--- src/rtl/core/bsc_pkg.sv ---
// Shared types, constants and helpers of the barometric compensation core.
`default_nettype none
package bsc_pkg;

  localparam int unsigned DIV_W = 32;

  // Stages from accept to done: 13 front stages, two dividers, 5 back stages.
  localparam int unsigned LATENCY = 2 * DIV_W + 18;

  // Register indexes on the configuration port.
  localparam logic [2:0] REG_AC1_AC2 = 3'd0;
  localparam logic [2:0] REG_AC3_AC4 = 3'd1;
  localparam logic [2:0] REG_AC5_AC6 = 3'd2;
  localparam logic [2:0] REG_B1_B2   = 3'd3;
  localparam logic [2:0] REG_MC_MD   = 3'd4;
  localparam logic [2:0] REG_OSS     = 3'd5;

  localparam logic signed [31:0] B6_OFFSET   = 32'sd4000;
  localparam logic        [31:0] B4_BIAS     = 32'd32768;
  localparam logic        [31:0] B7_SCALE    = 32'd50000;
  localparam logic signed [31:0] P_SQ_COEF   = 32'sd3038;
  localparam logic signed [31:0] P_LIN_COEF  = -32'sd7357;
  localparam logic signed [31:0] P_OFFSET    = 32'sd3791;
  localparam logic signed [31:0] P_MAX       = 32'sd1048575;
  localparam logic signed [31:0] T_MAX       = 32'sd32767;
  localparam logic signed [31:0] T_MIN       = -32'sd32768;

  typedef struct packed {
    logic [31:0] ac1_ac2;
    logic [31:0] ac3_ac4;
    logic [31:0] ac5_ac6;
    logic [31:0] b1_b2;
    logic [31:0] mc_md;
    logic [1:0]  oss;
  } cal_t;

  // Context that rides along the temperature divider.
  typedef struct packed {
    logic [31:0] x1t;
    logic        neg;
    logic        dz;
    logic [18:0] up;
  } temp_tag_t;

  // Context that rides along the pressure divider.
  typedef struct packed {
    logic [15:0] t;
    logic        err;
    logic        msb;
  } press_tag_t;

  // Low 32 bits of a product; same bits for signed and unsigned operands.
  function automatic logic [31:0] mul_lo(input logic [31:0] a, input logic [31:0] b);
    logic [31:0] r;
    r = a * b;
    return r;
  endfunction

  function automatic logic [31:0] sext16(input logic [15:0] v);
    return {{16{v[15]}}, v};
  endfunction

endpackage
`default_nettype wire

--- src/rtl/core/bsc_post.sv ---
// Pressure back end: second-order correction, saturation and result register.
`default_nettype none
module bsc_post (
  input  wire logic                clk,
  input  wire logic                rst,
  input  wire logic                in_vld,
  input  wire logic [31:0]         quo,
  input  wire bsc_pkg::press_tag_t in_tag,
  output logic                     done,
  output logic signed [15:0]       temperature_tenths,
  output logic [19:0]              pressure_pa,
  output logic                     div_error
);

  logic [4:1] v;
  logic signed [31:0] p1, ps1, sq2, m2, p2, x1_3, x2_3, p3, s4, p4, pf_c;
  logic [15:0] t1, t2, t3, t4;
  logic e1, e2, e3, e4;
  logic [19:0] p_sat_c;

  always_comb begin
    pf_c = p4 + (s4 >>> 4);
    priority if (pf_c[31]) begin
      p_sat_c = 20'd0;
    end else if (pf_c > bsc_pkg::P_MAX) begin
      p_sat_c = 20'hFFFFF;
    end else begin
      p_sat_c = pf_c[19:0];
    end
  end

  always_ff @(posedge clk) begin
    if (rst) begin
      v    <= '0;
      done <= 1'b0;
    end else begin
      v    <= {v[3:1], in_vld};
      done <= v[4];
    end
    p1  <= in_tag.msb ? {quo[30:0], 1'b0} : quo;
    ps1 <= $signed(in_tag.msb ? {quo[30:0], 1'b0} : quo) >>> 8;
    t1 <= in_tag.t; e1 <= in_tag.err;
    sq2 <= bsc_pkg::mul_lo(ps1, ps1);
    m2  <= bsc_pkg::mul_lo(bsc_pkg::P_LIN_COEF, p1);
    p2  <= p1; t2 <= t1; e2 <= e1;
    x1_3 <= bsc_pkg::mul_lo(sq2, bsc_pkg::P_SQ_COEF);
    x2_3 <= m2 >>> 16;
    p3   <= p2; t3 <= t2; e3 <= e2;
    s4 <= (x1_3 >>> 16) + x2_3 + bsc_pkg::P_OFFSET;
    p4 <= p3; t4 <= t3; e4 <= e3;
    // zero both fields when a divisor was zero
    temperature_tenths <= e4 ? 16'sd0 : $signed(t4);
    pressure_pa        <= e4 ? 20'd0 : p_sat_c;
    div_error          <= e4;
  end

endmodule
`default_nettype wire

--- config.mk ---
export PLATFORM = sky130hd
export DESIGN_NAME = bsc_post
export DESIGN_NICKNAME = d
export VERILOG_FILES = /design/src/rtl/core/bsc_pkg.sv /design/src/rtl/core/bsc_post.sv
export SDC_FILE = /design/constraint.sdc
export NUM_CORES = 2
export LEC_CHECK = 0
export ABC_AREA = 1
export BUFFER_PORTS_ARGS = -buffer_cell sky130_fd_sc_hd__buf_2
export CAP_MARGIN = 20
export CORE_ASPECT_RATIO = 0.5
export CORE_MARGIN = 3
export CORE_UTILIZATION = 40
export CTS_BUF_LIST = sky130_fd_sc_hd__clkbuf_4 sky130_fd_sc_hd__clkbuf_8
export DETAILED_ROUTE_END_ITERATION = 10
export HOLD_SLACK_MARGIN = 0.15
export PLACE_DENSITY = 0.54
export SLEW_MARGIN = 20
export SYNTH_ARGS = -nofsm -noshare
export SYNTH_HDL_FRONTEND = slang
export SYNTH_SLANG_ARGS = --single-unit
--- constraint.sdc ---
create_clock -name clk -period 11.6 [get_ports clk]
set_input_delay 2.32 -clock clk [delete_from_list [all_inputs] [get_ports clk]]
set_output_delay 2.32 -clock clk [all_outputs]
set_load 0.005 [all_outputs]
After elaboration in Yosys (flattened, before gate mapping)
Index checks and enable logic that the tools add are counted.
{"block": "totals", "register_bits": 405, "out_inout_bits": 38, "wordCells": 34}
{"block": "op_classes", "add_sub_neg": 3, "mul": 3, "order_cmp": 1, "muxes": 2, "n_reduce_logical": 1}
{"cell": "$add A32 B13 Y32 const B", "n": 1}
{"cell": "$add A32 B28 Y32", "n": 1}
{"cell": "$gt A32 B21 Y1 const B", "n": 1}
{"cell": "$mul A14 B32 Y32 const A", "n": 1}
{"cell": "$mul A24 B24 Y32", "n": 1}
{"cell": "$mul A32 B11 Y31 const B", "n": 1}
{"cell": "$mux W32", "n": 1}
{"cell": "$mux W20", "n": 1}
{"cell": "$add A16 B16 Y17", "n": 1}
{"cell": "$reduce_or A2 Y1", "n": 1}

Logic depth before layout (Yosys ltp)
{"block": "depth", "word_depth": 3, "mapped_depth": 30, "depth_no_buf": 29}

Worst setup path before layout
No wires, ideal clock.
{"block": "synth_timing", "kind": "register -> register", "start": "reg ps1[7]", "end": "reg sq2[30]", "arrival_ns": 6.065, "t_required_ns": 11.488, "path_slack_ns": 5.423, "path_stages_with_launch": 27, "cell_sequence": "dfxtp_1 > clkbuf_1 > buf_1 > nand2_1 > fa_1 > inv_1 > fa_1 > inv_1 > fa_1 > fa_1 > inv_1 > fa_1 > fa_1 > inv_1 > fa_1 > inv_1 > ha_1 > nand4_1 > nor3_1 > nand4_1 > nand3_1 > nand3_1 > nand2_1 > a21o_1 > inv_1 > nand2_1 > nand2_1"}
{"block": "synth_via", "elab_chain_cells": 1}
{"item": "from (decl)", "line": "bsc_post.sv:16", "rtl": "logic signed [31:0] p1, ps1, sq2, m2, p2, x1_3, x2_3, p3, s4, p4, pf_c;"}
{"item": "from (signal assigned)", "line": "bsc_post.sv:41", "rtl": "ps1 <= $signed(in_tag.msb ? {quo[30:0], 1'b0} : quo) >>> 8;"}
{"item": "$mul A24 B24 Y32", "line": "bsc_pkg.sv:55", "rtl": "r = a * b;"}
{"item": "to (signal assigned)", "line": "bsc_post.sv:43", "rtl": "sq2 <= bsc_pkg::mul_lo(ps1, ps1);"}
{"item": "to (decl)", "line": "bsc_post.sv:16"}
No other way between the ends.
A chain may end at the register's enable or synchronous reset.

Worst setup path in the final report
{"block": "layout_timing", "start": "reg ps1[16]", "end": "reg sq2[27]"}
Same word-level chain as after synthesis.

==> summary.md <==
| Metric | Value |
|---|---|
| Largest net degree at the start of global routing | 63 |
| Reg2reg path depth | 20 |
| Mapped cell area | between 0.03 and 0.04 sq mm |
| Unrepaired setup endpoints after global routing | false |
| Crit path top cell by count | fa_1 |
| Crit-path slowest cell | dfxtp_1 |
| CP delay by family, top | adder cells |
| Period utilisation layout | 0.597 |
| Yosys top cell area share | 0.332 |
| Outcome | finished, final reports clean |
| Setup skew after layout | around 0.025 ns |
| CP required | approximately 12 ns |
| Flop2flop setup slack | 4.67 ns |
| CP Cell Sequence | nand2_1 > inv_1 > fa_1 > fa_1 > inv_1 > fa_1 > fa_1 > inv_1 > fa_1 > fa_1 > inv_1 > fa_1 > inv_1 > ha_1 > nand2_1 > nor4_1 > nand3_1 > nand3_1 > a31oi_1 > xor2_1 |
| Synth async-reset ratio | 0 |
| Avg Cell Area, Syn | ~9.1 sq um |
| Core area | 0.0826 sq mm |
| Post-route ant nets | 0 |
| Initial antenna violation count | 3 |
| Slew headroom | 0.281 |
| DR WL/cell | between 15 and 20 um |
| R2R Path End | sq2[27] |
| Clock transition at path regs | about 0.080 ns |
| DRT Wirelength | 79.3 mm |
| Routed vias/inst | between 4 and 5 |
| Crit Path Class | flip-flop to flip-flop |
| Worst Setup EP | sq2[27] |
| Main flop type after synthesis | dfxtp_1 |
| Synth Instances | 3701 |
| Worst setup SP type | flip-flop |
| CTS tree | done |
| Die H | about 210 um |
| Num Clock Sinks | approximately 340 |
| Final instance area | about 0.037 sq mm |
| Fin. Hold Viols | 0 |
| Root Buffer Master | clkbuf_8 |
| CTS resizes | 0 |
| Synth top area cells | fa_1, dfxtp_1, ha_1 |
| Die area | 0.0881 sq mm |
| Critical path buffer and inverter count | 5 |
| Post-placement cell area | approximately 0.035 sq mm |
| Max clock buf depth | 3 |
| Synth Register Bits | roughly 340 |
| Crit-path max cell delay | a little over 1 ns |
| Number of remaining DRC errors | 0 |
| TritonCTS Buffers | slightly below 50 |
| Iteration-0 DRC Markers | roughly 1300 |
| RR Startpoint | ps1[16] |
| Sequential area share after synthesis | 0.204 |
| Fin Setup TNS | 0 ns |
| Worst path depth | 20 |
| Layout area overhead | 8.44% |
| Via count | 22900 |
| Die width | 417 um |
| Proportion of layout cells with a drive suffix above 1 | 0.0557 |
| Mux share of post-synthesis cell area | 0.000334 |
| CP Max Fanout | 19 |
| Setup Fix Bufs, Post-CTS | 0 |
| # IOs | 91 |
| IO buf count | 90 |
| Num rows | between 70 and 80 |
| Arrival @ worst endpoint | roughly 7.4 ns |
| Hold WS | roughly 0.31 ns |
| Post-Synth Adder-Cell Area | 0.480 |
| Max-cap violations | 0 |
| Peak Freq | roughly 140 MHz |
| Slew @ Worst Pin | 1.08 ns |
| Hpwl dp | around 66 mm |
| Tmin final | ~6.9 ns |
| Post-CTS Hold Buffers | 0 |
| Warnings, synthesis | 0 |
| Crit end category | flip-flop |
| Hold Crit Class | flip-flop to flip-flop |
| GP Congestion | 0.893 |
| Yosys top cell by area | fa_1 |
| Max Slew Vio Count | 0 |
| Grt ovf | 0 |
| Largest family of logic cells by synthesized area | adder cells |
| Post-synth EDFFs | 0 |
| Worst setup margin | around 4.7 ns |
| Simple-Gate Fraction of Synth Area | 0.0959 |
| Final setup fails | 0 |
| Synth Area in Compound Gates | 0.0486 |
| Nets | 4818 |
| Clk_lat worst skew | a little over 0.6 ns |
| Worst slack, placed | 4.69 ns |
| Yosys cell types | 49 |
| GRT Overall Usage | 0.187 |
| Synth Area in XOR/XNOR | 0.0449 |
| H-tree depth | 2 |
| First-pass GRT wire length | approximately 130 mm |
| Initial Util | 0.408 |
| Critical path launch point | ps1[16] |
| 1st-pass router iterations | 5 |
| Number of global-route vias before repair | between 20000 and 25000 |
## cells by family after synthesis
| kind of cell | Yosys count |
|---|---|
| buffers and inverters | 1134 |
| AO/OA/AOI/OAI | 294 |
| XOR/XNOR | 173 |
| adder cells (fa/ha/maj) | 957 |
| multiplexers | 1 |
| AND/OR/NAND/NOR | 798 |
| other | 1 |
| flip-flops | 343 |
## registers in the layout, summed over array words and instances, names as in the netlist, 20 cells and up
register	flops
ps1	23
p2	32
pressure_pa	20
s4	28
p4	32
p3	32
sq2	29
## metal layers
metal / vias up / GRT usage / wire length [um]
li1: 11100 / - / -
met1: 11200 / 0.276 / 38800
met2: 472 / 0.296 / 35100
met3: 73 / 0.0275 / 4230
met4: 0 / 0.0320 / 1160
met5: - / 0 / 0
## final cells by class
cell class / instances / area, sq um
Tap cell: 1102 / 1380
Clock inverter: 17 / 206
Fill cell: 8173 / 46000
Sequential cell: 343 / 6870
Timing Repair Buffer: 105 / 563
Inverter: 1083 / 4070
Clock buffer: 70 / 901
Antenna cell: 1 / 2.50
Multi-Input combinational cell: 2226 / 22600
## cell usage after synthesis, drive strengths merged (40+ instances only)
library cell,n
ha,397
nand3,73
dfxtp,343
xor2,94
a21oi,163
nor2,130
clkbuf,40
nand2,549
o21ai,67
xnor2,79
inv,1083
fa,560
## cell usage in the layout, fill, tap and decap left out, types with 2 or more instances in the layout
| cell type | synthesis | final |
|---|---|---|
| inv_6 | 0 | 2 |
| o21ai_0 | 65 | 65 |
| nor2_1 | 129 | 129 |
| nand4_1 | 16 | 16 |
| nand2_4 | 3 | 3 |
| buf_2 | 3 | 90 |
| inv_1 | 1080 | 1080 |
| o31ai_1 | 2 | 2 |
| bufinv_16 | 0 | 4 |
| conb_1 | 1 | 3 |
| nand3_2 | 2 | 2 |
| nand3_1 | 70 | 70 |
| clkbuf_8 | 0 | 60 |
| clkbuf_4 | 0 | 10 |
| ha_1 | 397 | 397 |
| nor4_1 | 6 | 6 |
| nor3_1 | 19 | 19 |
| a31o_2 | 3 | 3 |
| a21o_1 | 11 | 11 |
| nand2_2 | 2 | 2 |
| clkinv_2 | 0 | 9 |
| xor2_1 | 94 | 94 |
| nand2_1 | 544 | 544 |
| buf_4 | 1 | 15 |
| inv_2 | 3 | 3 |
| o21bai_1 | 15 | 15 |
| xnor2_1 | 79 | 79 |
| a21oi_1 | 163 | 163 |
| o211ai_1 | 4 | 4 |
| a211oi_1 | 3 | 3 |
| dfxtp_1 | 343 | 342 |
| a31oi_1 | 12 | 12 |
| fa_1 | 560 | 560 |
| o21a_1 | 7 | 7 |
## worst min path at each step
stage / from / endpoint / slack, ns / depth (start not counted)
floorplan: e1 / e2 / 0.31 / 0
global placement: t3[5] / t4[5] / 0.31 / 0
detailed placement: e2 / e3 / 0.31 / 0
CTS: p3[22] / p4[22] / 0.31 / 0
global route: p2[9] / p3[9] / 0.33 / 0
finish: p3[12] / p4[12] / 0.31 / 0
## metrics by stage
step	cells	utilization
after floorplan	3703	-
after global placement	4859	0.429
after detailed placement	4859	0.429
after CTS	4946	0.443
after global routing	4946	0.443
final	4947	0.443
Power is left out: the tool's default activity adds up to more than one toggle a clock period on the data nets, which glitch-free logic cannot reach.
