**src/rtl/core/bsc_pkg.sv**
```systemverilog
// Shared types, constants and helpers of the barometric compensation core.
`default_nettype none
package bsc_pkg;

  localparam int unsigned DIV_W = 32;

  // Stages from accept to done: 13 front stages, two dividers, 5 back stages.
  localparam int unsigned LATENCY = 2 * DIV_W + 18;

  // Register indexes on the configuration port.
  localparam logic [2:0] REG_AC1_AC2 = 3'd0;
  localparam logic [2:0] REG_AC3_AC4 = 3'd1;
  localparam logic [2:0] REG_AC5_AC6 = 3'd2;
  localparam logic [2:0] REG_B1_B2   = 3'd3;
  localparam logic [2:0] REG_MC_MD   = 3'd4;
  localparam logic [2:0] REG_OSS     = 3'd5;

  localparam logic signed [31:0] B6_OFFSET   = 32'sd4000;
  localparam logic        [31:0] B4_BIAS     = 32'd32768;
  localparam logic        [31:0] B7_SCALE    = 32'd50000;
  localparam logic signed [31:0] P_SQ_COEF   = 32'sd3038;
  localparam logic signed [31:0] P_LIN_COEF  = -32'sd7357;
  localparam logic signed [31:0] P_OFFSET    = 32'sd3791;
  localparam logic signed [31:0] P_MAX       = 32'sd1048575;
  localparam logic signed [31:0] T_MAX       = 32'sd32767;
  localparam logic signed [31:0] T_MIN       = -32'sd32768;

  typedef struct packed {
    logic [31:0] ac1_ac2;
    logic [31:0] ac3_ac4;
    logic [31:0] ac5_ac6;
    logic [31:0] b1_b2;
    logic [31:0] mc_md;
    logic [1:0]  oss;
  } cal_t;

  // Context that rides along the temperature divider.
  typedef struct packed {
    logic [31:0] x1t;
    logic        neg;
    logic        dz;
    logic [18:0] up;
  } temp_tag_t;

  // Context that rides along the pressure divider.
  typedef struct packed {
    logic [15:0] t;
    logic        err;
    logic        msb;
  } press_tag_t;

  // Low 32 bits of a product; same bits for signed and unsigned operands.
  function automatic logic [31:0] mul_lo(input logic [31:0] a, input logic [31:0] b);
    logic [31:0] r;
    r = a * b;
    return r;
  endfunction

  function automatic logic [31:0] sext16(input logic [15:0] v);
    return {{16{v[15]}}, v};
  endfunction

endpackage
`default_nettype wire

```
**src/rtl/core/bsc_temp.sv**
```systemverilog
// Temperature front end: x1 term and the unsigned magnitude operands of the temperature divide, sign in the tag.
`default_nettype none
module bsc_temp (
  input  wire logic              clk,
  input  wire logic              rst,
  input  wire logic              in_vld,
  input  wire logic [15:0]       ut,
  input  wire logic [18:0]       up,
  input  wire bsc_pkg::cal_t     cal,
  output logic                   out_vld,
  output logic [31:0]            num,
  output logic [31:0]            den,
  output bsc_pkg::temp_tag_t     tag
);

  logic              v1, v2, v3;
  logic [16:0]       d1;
  logic [18:0]       up1, up2;
  logic [31:0]       p2;
  logic signed [31:0] x1t_c, den_c;
  logic [15:0]       mc, md, abs_mc;
  bsc_pkg::temp_tag_t tag3;
  logic [31:0]       den3;

  assign mc     = cal.mc_md[31:16];
  assign md     = cal.mc_md[15:0];
  assign abs_mc = mc[15] ? 16'(-mc) : mc;

  always_comb begin
    x1t_c = $signed(p2) >>> 15;
    den_c = x1t_c + $signed(bsc_pkg::sext16(md));
  end

  always_ff @(posedge clk) begin
    if (rst) begin
      v1 <= 1'b0;
      v2 <= 1'b0;
      v3 <= 1'b0;
    end else begin
      v1 <= in_vld;
      v2 <= v1;
      v3 <= v2;
    end
    d1  <= {1'b0, ut} - {1'b0, cal.ac5_ac6[15:0]};
    up1 <= up;
    p2  <= bsc_pkg::mul_lo({{15{d1[16]}}, d1}, {16'b0, cal.ac5_ac6[31:16]});
    up2 <= up1;
    tag3.x1t <= x1t_c;
    tag3.neg <= mc[15] ^ den_c[31];
    tag3.dz  <= (den_c == 32'sd0);
    tag3.up  <= up2;
    den3     <= den_c[31] ? 32'(-den_c) : den_c;
  end

  assign out_vld = v3;
  assign num     = {5'b0, abs_mc, 11'b0};
  assign den     = den3;
  assign tag     = tag3;

endmodule
`default_nettype wire

```
**config.mk**
```make
export PLATFORM = sky130hd
export DESIGN_NAME = bsc_temp
export DESIGN_NICKNAME = d
export VERILOG_FILES = /design/src/rtl/core/bsc_pkg.sv /design/src/rtl/core/bsc_temp.sv
export SDC_FILE = /design/constraint.sdc
export NUM_CORES = 1
export LEC_CHECK = 0
export BUFFER_PORTS_ARGS = -buffer_cell sky130_fd_sc_hd__buf_2
export CORE_MARGIN = 5
export CORE_UTILIZATION = 52
export CTS_CLUSTER_SIZE = 16
export DETAILED_ROUTE_END_ITERATION = 7
export PLACE_DENSITY_LB_ADDON = 0.25
export SLEW_MARGIN = 20
export SYNTH_ARGS = -nofsm -noshare
export SYNTH_HDL_FRONTEND = slang
export SYNTH_SLANG_ARGS = --single-unit
```
**constraint.sdc**
```tcl
create_clock -name clk -period 6.7 [get_ports clk]
set_input_delay 0 -clock clk [delete_from_list [all_inputs] [get_ports clk]]
set_output_delay 0 -clock clk [all_outputs]
set_load 0.01 [all_outputs]
```
* Yosys cells after proc, flatten, opt, wreduce, memory -nomap -nowiden
Index checks and enable logic that the tools add are counted.
** Storage, ports and cells
- Flip-flop bits (word level) :: 160
- Bits of input ports :: 200
** Operators by class
- Add/sub/neg operators :: 4
- Multipliers :: 1
- Multiplexer cells :: 2
- Bitwise operators :: 1
- Reduce and logical (&&, ||, !) cells :: 1
** Operators by type and width (number)
- 32-bit logical NOT :: 1
- 17-bit by 17-bit multiplier with 32-bit output :: 1
- 18-bit negation with 32-bit output :: 1
- 31-bit 2-to-1 mux :: 1
- 17-bit by 16-bit adder with 18-bit output :: 1
- 16-bit by 16-bit subtractor with 17-bit output :: 1
- 16-bit 2-to-1 mux :: 1
- 16-bit negation :: 1
- 1-bit XOR :: 1

* Logic depth before layout (Yosys ltp)
Gate-level depths: netlist (run 1).
- Depth after elaboration :: 3
- Depth in mapped cells :: 23
- Mapped depth without buffers :: 21

* Least setup slack after synthesis (run 1)
No wires, ideal clock.
- Path type :: flip-flop to flip-flop
- Start :: register d1[16]
- End :: register p2[31]
- Library setup time :: 0.121 ns
- Data arrival time :: 6.130 ns
- Required time :: 6.579 ns
- Path slack :: 0.450 ns
- Cell stages (with the launch flop) :: 21
- Clock period less this slack :: 6.250 ns
- Path through :: dfxtp_1 -> clkbuf_1 -> nand2_1 -> inv_1 -> fa_1 -> inv_1 -> fa_1 -> inv_1 -> fa_1 -> fa_1 -> fa_1 -> inv_1 -> fa_1 -> inv_1 -> ha_1 -> a21o_1 -> or3_1 -> o211a_1 -> a221o_1 -> o41a_1 -> xnor2_1
** On the way
- Word-level cells in the longest chain between the ends :: 1
** RTL lines
- start, declared :: RTL line bsc_temp.sv:17 : logic [16:0] d1;
- start signal, assigned :: RTL line bsc_temp.sv:44 : d1 <= {1'b0, ut} - {1'b0, cal.ac5_ac6[15:0]};
- 17-bit by 17-bit multiplier with 32-bit output :: RTL line bsc_pkg.sv:55 : r = a * b;
- end signal, assigned :: RTL line bsc_temp.sv:46 : p2 <= bsc_pkg::mul_lo({{15{d1[16]}}, d1}, {16'b0, cal.ac5_ac6[31:16]});
- end, declared :: RTL line bsc_temp.sv:19 : logic [31:0] p2;
No other way between the ends.
A chain may end at the register's enable or synchronous reset.

* Worst setup path in the final report (run 1)
- Start :: register d1[6]
- End :: register p2[30]
The elaborated chain is that of the path after synthesis.

==> results_tabular.tex, run 1 <==
\begin{tabular}{lr}
\hline
Metric & Value \\
\hline
\multicolumn{2}{l}{\textbf{Global route}} \\
\quad Largest net degree at the start of global routing & 19 \\
\quad Number of antenna violations at the first check in global routing & 0 \\
\quad Aggregate global-route resource usage & 0.2065 \\
\quad Aggregate global routing overflow & 0 \\
\quad Wire length of the first global-routing pass & 55.81 mm \\
\quad Vias in the first global route & 11670 \\
\multicolumn{2}{l}{\textbf{Worst setup path}} \\
\quad Path type of the worst setup path & flop to flop \\
\quad Critical path endpoint category & flop \\
\quad Critical path startpoint & d1[6]\$\_DFF\_P\_ \\
\quad FF-to-FF Start & d1[6]\$\_DFF\_P\_ \\
\quad Worst reg2reg setup slack & 0.30 ns \\
\quad Kind of start point of the critical path & flop \\
\quad Worst path arrival time & 6.72 ns \\
\quad Req. time, crit path & 7.02 ns \\
\quad Maximum fanout encountered on the critical timing path & 9 \\
\multicolumn{2}{l}{\textbf{Clock network}} \\
\quad Root buffer selected by CTS & clkbuf\_16 \\
\quad Clock transition at the registers of the reported paths & 0.06 ns \\
\quad Number of buffers between clock root and the deepest sink & 2 \\
\quad Worst-Skew Late Latency & 0.42 ns \\
\quad Total clock sinks & 145 \\
\quad Total CTS buffers & 17 \\
\quad CTS tree & yes \\
\quad H-tree Lvls & 4 \\
\quad Setup fix buffers added after clock tree synthesis & 0 \\
\multicolumn{2}{l}{\textbf{Synthesis}} \\
\quad XOR/XNOR Fraction of Synth Area & 0.04736 \\
\quad Async set-reset flop share out of synthesis & 0 \\
\quad Number of warnings printed during yosys synthesis & 0 \\
\quad Number of synthesized flops with an enable pin & 0 \\
\quad Simple-Gate Fraction of Synth Area & 0.1353 \\
\quad Post-synth design cell area & 15170 sq um \\
\quad Leading register cell type out of synthesis & dfxtp\_1 \\
\quad Average footprint of a synthesized cell & 9.544 sq um \\
\quad Syn Inst Count & 1589 \\
\quad Post-Synth Adder-Cell Area & 0.4473 \\
\quad Number of distinct standard cells referenced by the synthesized netlist & 61 \\
\quad Synthesized-area fraction occupied by ao, oa, aoi and oai cells & 0.06204 \\
\quad Mux cell area share after synthesis & 0 \\
\quad Dominant combinational cell family by area after synthesis & adder cells \\
\quad Synth Register Bits & 145 \\
\quad Sequential-to-total area share from yosys stat & 0.1914 \\
\multicolumn{2}{l}{\textbf{Placed design}} \\
\quad GPL Wtd Cong & 0.9043 \\
\quad Detailed-placement wirelength estimate & 26.89 mm \\
\quad Post-placement cell area & 16530 sq um \\
\quad Count of buffers from port buffering & 203 \\
\multicolumn{2}{l}{\textbf{Detailed routing}} \\
\quad Detailed-routing iteration count for the pre-antenna-repair pass & 5 \\
\quad Count of vias placed by the detailed router & 10870 \\
\quad Total wire length after detailed routing & 32.55 mm \\
\quad DRC violations left & 0 \\
\quad Post-DRT Antenna Nets & 0 \\
\quad Number of vias per cell & 4.886 \\
\quad Violation count after the first detailed-route iteration & 511 \\
\quad Drt wl/cell & 14.63 um \\
\multicolumn{2}{l}{\textbf{Timing}} \\
\quad Worst Max-Slew Pin Slew & 0.7486 ns \\
\quad Fin Setup TNS & 0 ns \\
\quad Final hold viol count & 0 \\
\quad Number of pins exceeding their max-slew limit in the final report & 0 \\
\quad Ratio of final minimum period to clock period & 0.9558 \\
\quad Tightest slew margin relative to the limit & 0.4979 \\
\quad Number of failing setup endpoints in the final timing report & 0 \\
\quad Setup repair after global routing missed its margin & no \\
\quad Highest achievable clock rate & 156.1 MHz \\
\quad Shortest clock period the worst path allows after layout & 6.404 ns \\
\quad Largest clock skew in the final design & 0.01137 ns \\
\multicolumn{2}{l}{\textbf{Layout}} \\
\quad Area growth from synthesis to layout & 15.96\% \\
\quad Leading cell type in the layout, fill and taps excluded & inv\_1 \\
\quad Commonest cells after routing, fill and taps aside & inv\_1 (363), fa\_1 (266), buf\_2 (203) \\
\quad Net total in the final layout & 2410 \\
\quad ANT cells & 0 \\
\quad Design Area, Final & 17590 sq um \\
\quad Final cell utilization of the core & 0.6110 \\
\quad Number of fill cells & 2479 \\
\quad Share of final-layout standard cells stronger than drive strength 1 & 0.1494 \\
\multicolumn{2}{l}{\textbf{Floorplanning}} \\
\quad Site Rows & 62 \\
\quad Number of placed I/O pins & 318 \\
\quad Total Die Area & 32680 sq um \\
\quad Effective utilization at floorplan & 0.5270 \\
\quad Std-Cell Core Area & 28780 sq um \\
\quad Height of the chip & 180.8 um \\
\quad Horizontal die dimension & 180.8 um \\
\multicolumn{2}{l}{\textbf{Job}} \\
\quad Max capacitance violation total & 0 \\
\multicolumn{2}{l}{\textbf{Worst hold path}} \\
\quad Type of the worst min-delay path & input pin to flop \\
\quad Launch point of the worst hold path & cal[68] \\
\multicolumn{2}{l}{\textbf{Run status}} \\
\quad Run status & completed \\
\hline
\end{tabular}
==> worst paths after layout <==
path / to / cells after the start
worst max-delay path: p2[30]$_DFF_P_ / 21
worst min-delay path: d1[2]$_DFF_P_ / 4
worst max register to register: p2[30]$_DFF_P_ / 21
worst min register to register: up2[14]$_DFF_P_ / 0
==> synth_stat cells, types with 3 or more instances <==
library cell,n,share of area
nor2_1,34,0.0084
inv_1,363,0.090
or2_1,3,0.0012
buf_4,32,0.016
a211o_1,3,0.0017
o31ai_1,4,0.0020
clkbuf_1,38,0.0094
a21boi_0,3,0.0015
o211ai_1,3,0.0015
buf_2,3,0.00099
o21ai_0,25,0.0083
nor2b_1,8,0.0033
or3_1,7,0.0029
nand2b_1,6,0.0025
nand2_1,163,0.040
xnor2_1,57,0.033
o21a_1,8,0.0040
o2111ai_1,3,0.0017
ha_1,115,0.095
a21o_1,15,0.0074
a21oi_1,29,0.0096
a211oi_1,5,0.0025
or2_2,3,0.0012
nor3_1,14,0.0046
a31oi_1,9,0.0037
dfxtp_1,145,0.19
fa_1,267,0.35
and3_1,6,0.0025
and4_1,3,0.0017
xor2_1,25,0.014
nand4_1,3,0.0012
a221o_1,4,0.0026
and2_1,138,0.057
o21ai_1,3,0.00099
o31a_1,4,0.0023
nand3_1,7,0.0023
==> routing by layer <==
| layer | vias to the layer above | wire (um) | global-route usage |
|---|---|---|---|
| li1 | 5206 | - | - |
| met1 | 5307 | 14240 | 0.2703 |
| met2 | 310 | 15790 | 0.3569 |
| met3 | 48 | 1950 | 0.03961 |
| met4 | 0 | 576 | 0.04930 |
| met5 | - | 0 | 0 |
==> through the flow <==
step           hold slack, ns  instances  setup slack [ns]
2_1_floorplan         0.02772       1618            0.4496
3_3_place_gp           0.1024       2152            0.2478
3_5_place_dp           0.1036       2152            0.1508
4_1_cts             0.0001638       2225            0.1247
5_1_grt               0.04361       2225           0.01170
6_report              0.01476       2225            0.2958
==> timing repair <==
action,CTS,global route
hold buffers,41,0
endpoints found under the setup margin,0,2
hold endpoints to repair,38,0
gates resized for setup,0,8
==> cells by family (layout without fill, tap and decap cells) <==
family / count (synthesis) / after routing
buf+inv: 437 / 660
other cells: 1 / 30
flops: 145 / 145
compound gates: 138 / 138
simple gates: 404 / 404
xor+xnor: 82 / 82
fa+ha+maj: 382 / 382
==> cell type report <==
class	count	area, sq um	share of cell area
clock buffer	17	425.4	0.02419
clock inverter	15	211.5	0.01202
sequential	145	2912	0.1656
multi-input combinational	1036	10610	0.6033
inverter	363	1363	0.07748
tap	384	480.5	0.02732
timing repair buffer	265	1584	0.09007
==> worst max-delay path, cell delays in order (launching register included) <==
cell and delay [ns]:
dfxtp_1 0.58, nand2_1 0.14, fa_1 0.52, inv_1 0.05
fa_1 0.50, inv_1 0.06, fa_1 0.55, inv_1 0.06
fa_1 0.46, fa_1 0.49, inv_1 0.05, fa_1 0.47
inv_1 0.04, ha_1 0.29, and2_1 0.15, nor2b_1 0.13
o31a_1 0.11, or2_1 0.29, a221o_1 0.46, a221o_1 0.40
or2_1 0.26, o311ai_1 0.24
==> sequential cells by signal (all words and copies together) (netlist names) <==
name     cells
tag         38
den         32
up1         19
up2         19
d1          17
p2          17
out_vld      1
v1           1
v2           1
Power of run 1 is not shown: default switching activity piles up to over one toggle a cycle in this logic, so the estimate is an artifact.
==> run 2: changes to the inputs <==
--- a/config.mk
+++ b/config.mk
@@ -6,10 +6,11 @@
 export NUM_CORES = 1
 export LEC_CHECK = 0
 export BUFFER_PORTS_ARGS = -buffer_cell sky130_fd_sc_hd__buf_2
-export CORE_MARGIN = 5
+export CORE_MARGIN = 4
 export CORE_UTILIZATION = 52
 export CTS_CLUSTER_SIZE = 16
 export DETAILED_ROUTE_END_ITERATION = 7
+export MAX_ROUTING_LAYER = met4
 export PLACE_DENSITY_LB_ADDON = 0.25
 export SLEW_MARGIN = 20
 export SYNTH_ARGS = -nofsm -noshare
==> results_tabular.tex, run 2 (synthesized netlist as in run 1, its figures left out) <==
\begin{tabular}{lr}
\hline
Metric & Value \\
\hline
\multicolumn{2}{l}{\textbf{Run status}} \\
\quad Run status & completed \\
\multicolumn{2}{l}{\textbf{Layout}} \\
\quad Largest register FFs & 38 \\
\quad Share of final-layout standard cells stronger than drive strength 1 & 0.1515 \\
\quad Area growth from synthesis to layout & 16.11\% \\
\quad Leading cell type in the layout, fill and taps excluded & inv\_1 \\
\quad Net total in the final layout & 2411 \\
\quad Commonest cells after routing, fill and taps aside & inv\_1 (363), fa\_1 (266), buf\_2 (203) \\
\quad ANT cells & 0 \\
\multicolumn{2}{l}{\textbf{Detailed routing}} \\
\quad DRC violations left & 0 \\
\quad Total wire length after detailed routing & 32.34 mm \\
\quad Violation count after the first detailed-route iteration & 452 \\
\quad Number of vias per cell & 4.851 \\
\quad Count of vias placed by the detailed router & 10800 \\
\quad Drt wl/cell & 14.53 um \\
\quad Detailed-routing iteration count for the pre-antenna-repair pass & 4 \\
\quad Post-DRT Antenna Nets & 0 \\
\multicolumn{2}{l}{\textbf{Worst setup path}} \\
\quad Req. time, crit path & 7.03 ns \\
\quad Kind of start point of the critical path & flop \\
\quad R2r worst-path depth & 19 \\
\quad Worst reg2reg setup slack & 0.33 ns \\
\quad FF-to-FF Start & d1[16]\$\_DFF\_P\_ \\
\quad Path type of the worst setup path & flop to flop \\
\quad Worst path arrival time & 6.70 ns \\
\quad Critical path endpoint category & flop \\
\quad Maximum fanout encountered on the critical timing path & 9 \\
\quad Worst R2R End & p2[30]\$\_DFF\_P\_ \\
\multicolumn{2}{l}{\textbf{Clock network}} \\
\quad Number of buffers between clock root and the deepest sink & 2 \\
\quad CTS tree & yes \\
\quad Total CTS buffers & 17 \\
\quad H-tree Lvls & 4 \\
\quad Total clock sinks & 145 \\
\quad Root buffer selected by CTS & clkbuf\_16 \\
\quad Worst-Skew Late Latency & 0.44 ns \\
\quad Setup fix buffers added after clock tree synthesis & 0 \\
\quad Clock transition at the registers of the reported paths & 0.07 ns \\
\multicolumn{2}{l}{\textbf{Floorplanning}} \\
\quad Effective utilization at floorplan & 0.5284 \\
\quad Std-Cell Core Area & 28700 sq um \\
\quad Number of placed I/O pins & 318 \\
\quad Total Die Area & 31960 sq um \\
\quad Height of the chip & 178.8 um \\
\quad Horizontal die dimension & 178.8 um \\
\quad Site Rows & 62 \\
\multicolumn{2}{l}{\textbf{Global route}} \\
\quad Aggregate global-route resource usage & 0.2188 \\
\quad Aggregate global routing overflow & 0 \\
\quad Wire length of the first global-routing pass & 54.68 mm \\
\quad Number of antenna violations at the first check in global routing & 0 \\
\quad Largest net degree at the start of global routing & 19 \\
\quad Vias in the first global route & 11610 \\
\multicolumn{2}{l}{\textbf{Timing}} \\
\quad Setup repair after global routing missed its margin & no \\
\quad Largest clock skew in the final design & 0.01797 ns \\
\quad Worst Max-Slew Pin Slew & 0.7033 ns \\
\quad Number of pins exceeding their max-slew limit in the final report & 0 \\
\quad Fin Setup TNS & 0 ns \\
\quad Final hold viol count & 0 \\
\quad Number of failing setup endpoints in the final timing report & 0 \\
\quad Tightest slew margin relative to the limit & 0.5283 \\
\quad Ratio of final minimum period to clock period & 0.9501 \\
\quad Shortest clock period the worst path allows after layout & 6.366 ns \\
\quad Highest achievable clock rate & 157.1 MHz \\
\multicolumn{2}{l}{\textbf{Placed design}} \\
\quad GPL Wtd Cong & 0.8830 \\
\quad Count of buffers from port buffering & 203 \\
\quad Detailed-placement wirelength estimate & 26.38 mm \\
\multicolumn{2}{l}{\textbf{Job}} \\
\quad Max capacitance violation total & 0 \\
\multicolumn{2}{l}{\textbf{Worst hold path}} \\
\quad Type of the worst min-delay path & input pin to flop \\
\quad Cells on Worst Hold Path & 4 \\
\quad Hold EP & d1[15]\$\_DFF\_P\_ \\
\quad Launch point of the worst hold path & cal[81] \\
\hline
\end{tabular}
## run 2: area by class of cell
| cell class | count | area (sq um) |
|---|---|---|
| Clock buffer | 17 | 425.4 |
| Clock inverter | 15 | 216.5 |
| Fill cell | 2491 | 11090 |
| Inverter | 363 | 1363 |
| Multi-Input combinational cell | 1036 | 10610 |
| Sequential cell | 145 | 2918 |
| Tap cell | 384 | 480.5 |
| Timing Repair Buffer | 266 | 1597 |
## run 2: worst max path at each step
stage                   start  slack (ns)  depth (start not counted)             end
3_5_place_dp    d1[9]$_DFF_P_        0.21                         20  p2[30]$_DFF_P_
4_1_cts         d1[9]$_DFF_P_        0.18                         20  p2[30]$_DFF_P_
2_1_floorplan  d1[16]$_DFF_P_        0.45                         20  p2[31]$_DFF_P_
5_1_grt        d1[16]$_DFF_P_        0.02                         19  p2[30]$_DFF_P_
3_3_place_gp    d1[9]$_DFF_P_        0.26                         20  p2[31]$_DFF_P_
6_report       d1[16]$_DFF_P_        0.33                         19  p2[30]$_DFF_P_
## run 2: repair_timing
action / in CTS / in global routing
hold buffers: 43 / 0
gates resized for setup: 0 / 13
hold endpoints to repair: 39 / 0
setup endpoints to repair: 0 / 2
## run 2: critical path, cell delays in order (launching register included)
cell and delay [ns]:
dfxtp_2 0.38, nand2_1 0.13, inv_1 0.09, fa_1 0.63, inv_1 0.15, fa_2 0.61, inv_1 0.09, fa_1 0.55
fa_1 0.45, fa_1 0.54, inv_1 0.06, fa_1 0.55, inv_1 0.05, ha_1 0.32, a21o_1 0.18, or3_1 0.35
o211a_1 0.22, a221o_1 0.38, or2_1 0.26, o311ai_1 0.25
## run 2: layer usage
| metal | GRT usage | share of wire |
|---|---|---|
| met1 | 0.2762 | 0.43 |
| met2 | 0.3689 | 0.49 |
| met3 | 0.04323 | 0.065 |
| met4 | 0.04797 | 0.015 |
| met5 | - | 0 |
## run 2: stage by stage
stage                     worst slack, ns  area, sq um    util  hold slack [ns]  instances
after floorplan                    0.4496        15270       -          0.02772       1618
after global placement             0.2608        16520  0.5755           0.1017       2151
after detailed placement           0.2054        16520  0.5755           0.1036       2151
after CTS                          0.1841        17590  0.6129         0.001760       2226
after global routing              0.01912        17610  0.6135          0.03219       2226
final                              0.3345        17610  0.6135         0.004478       2226
Power of run 2 is left out for the same reason.
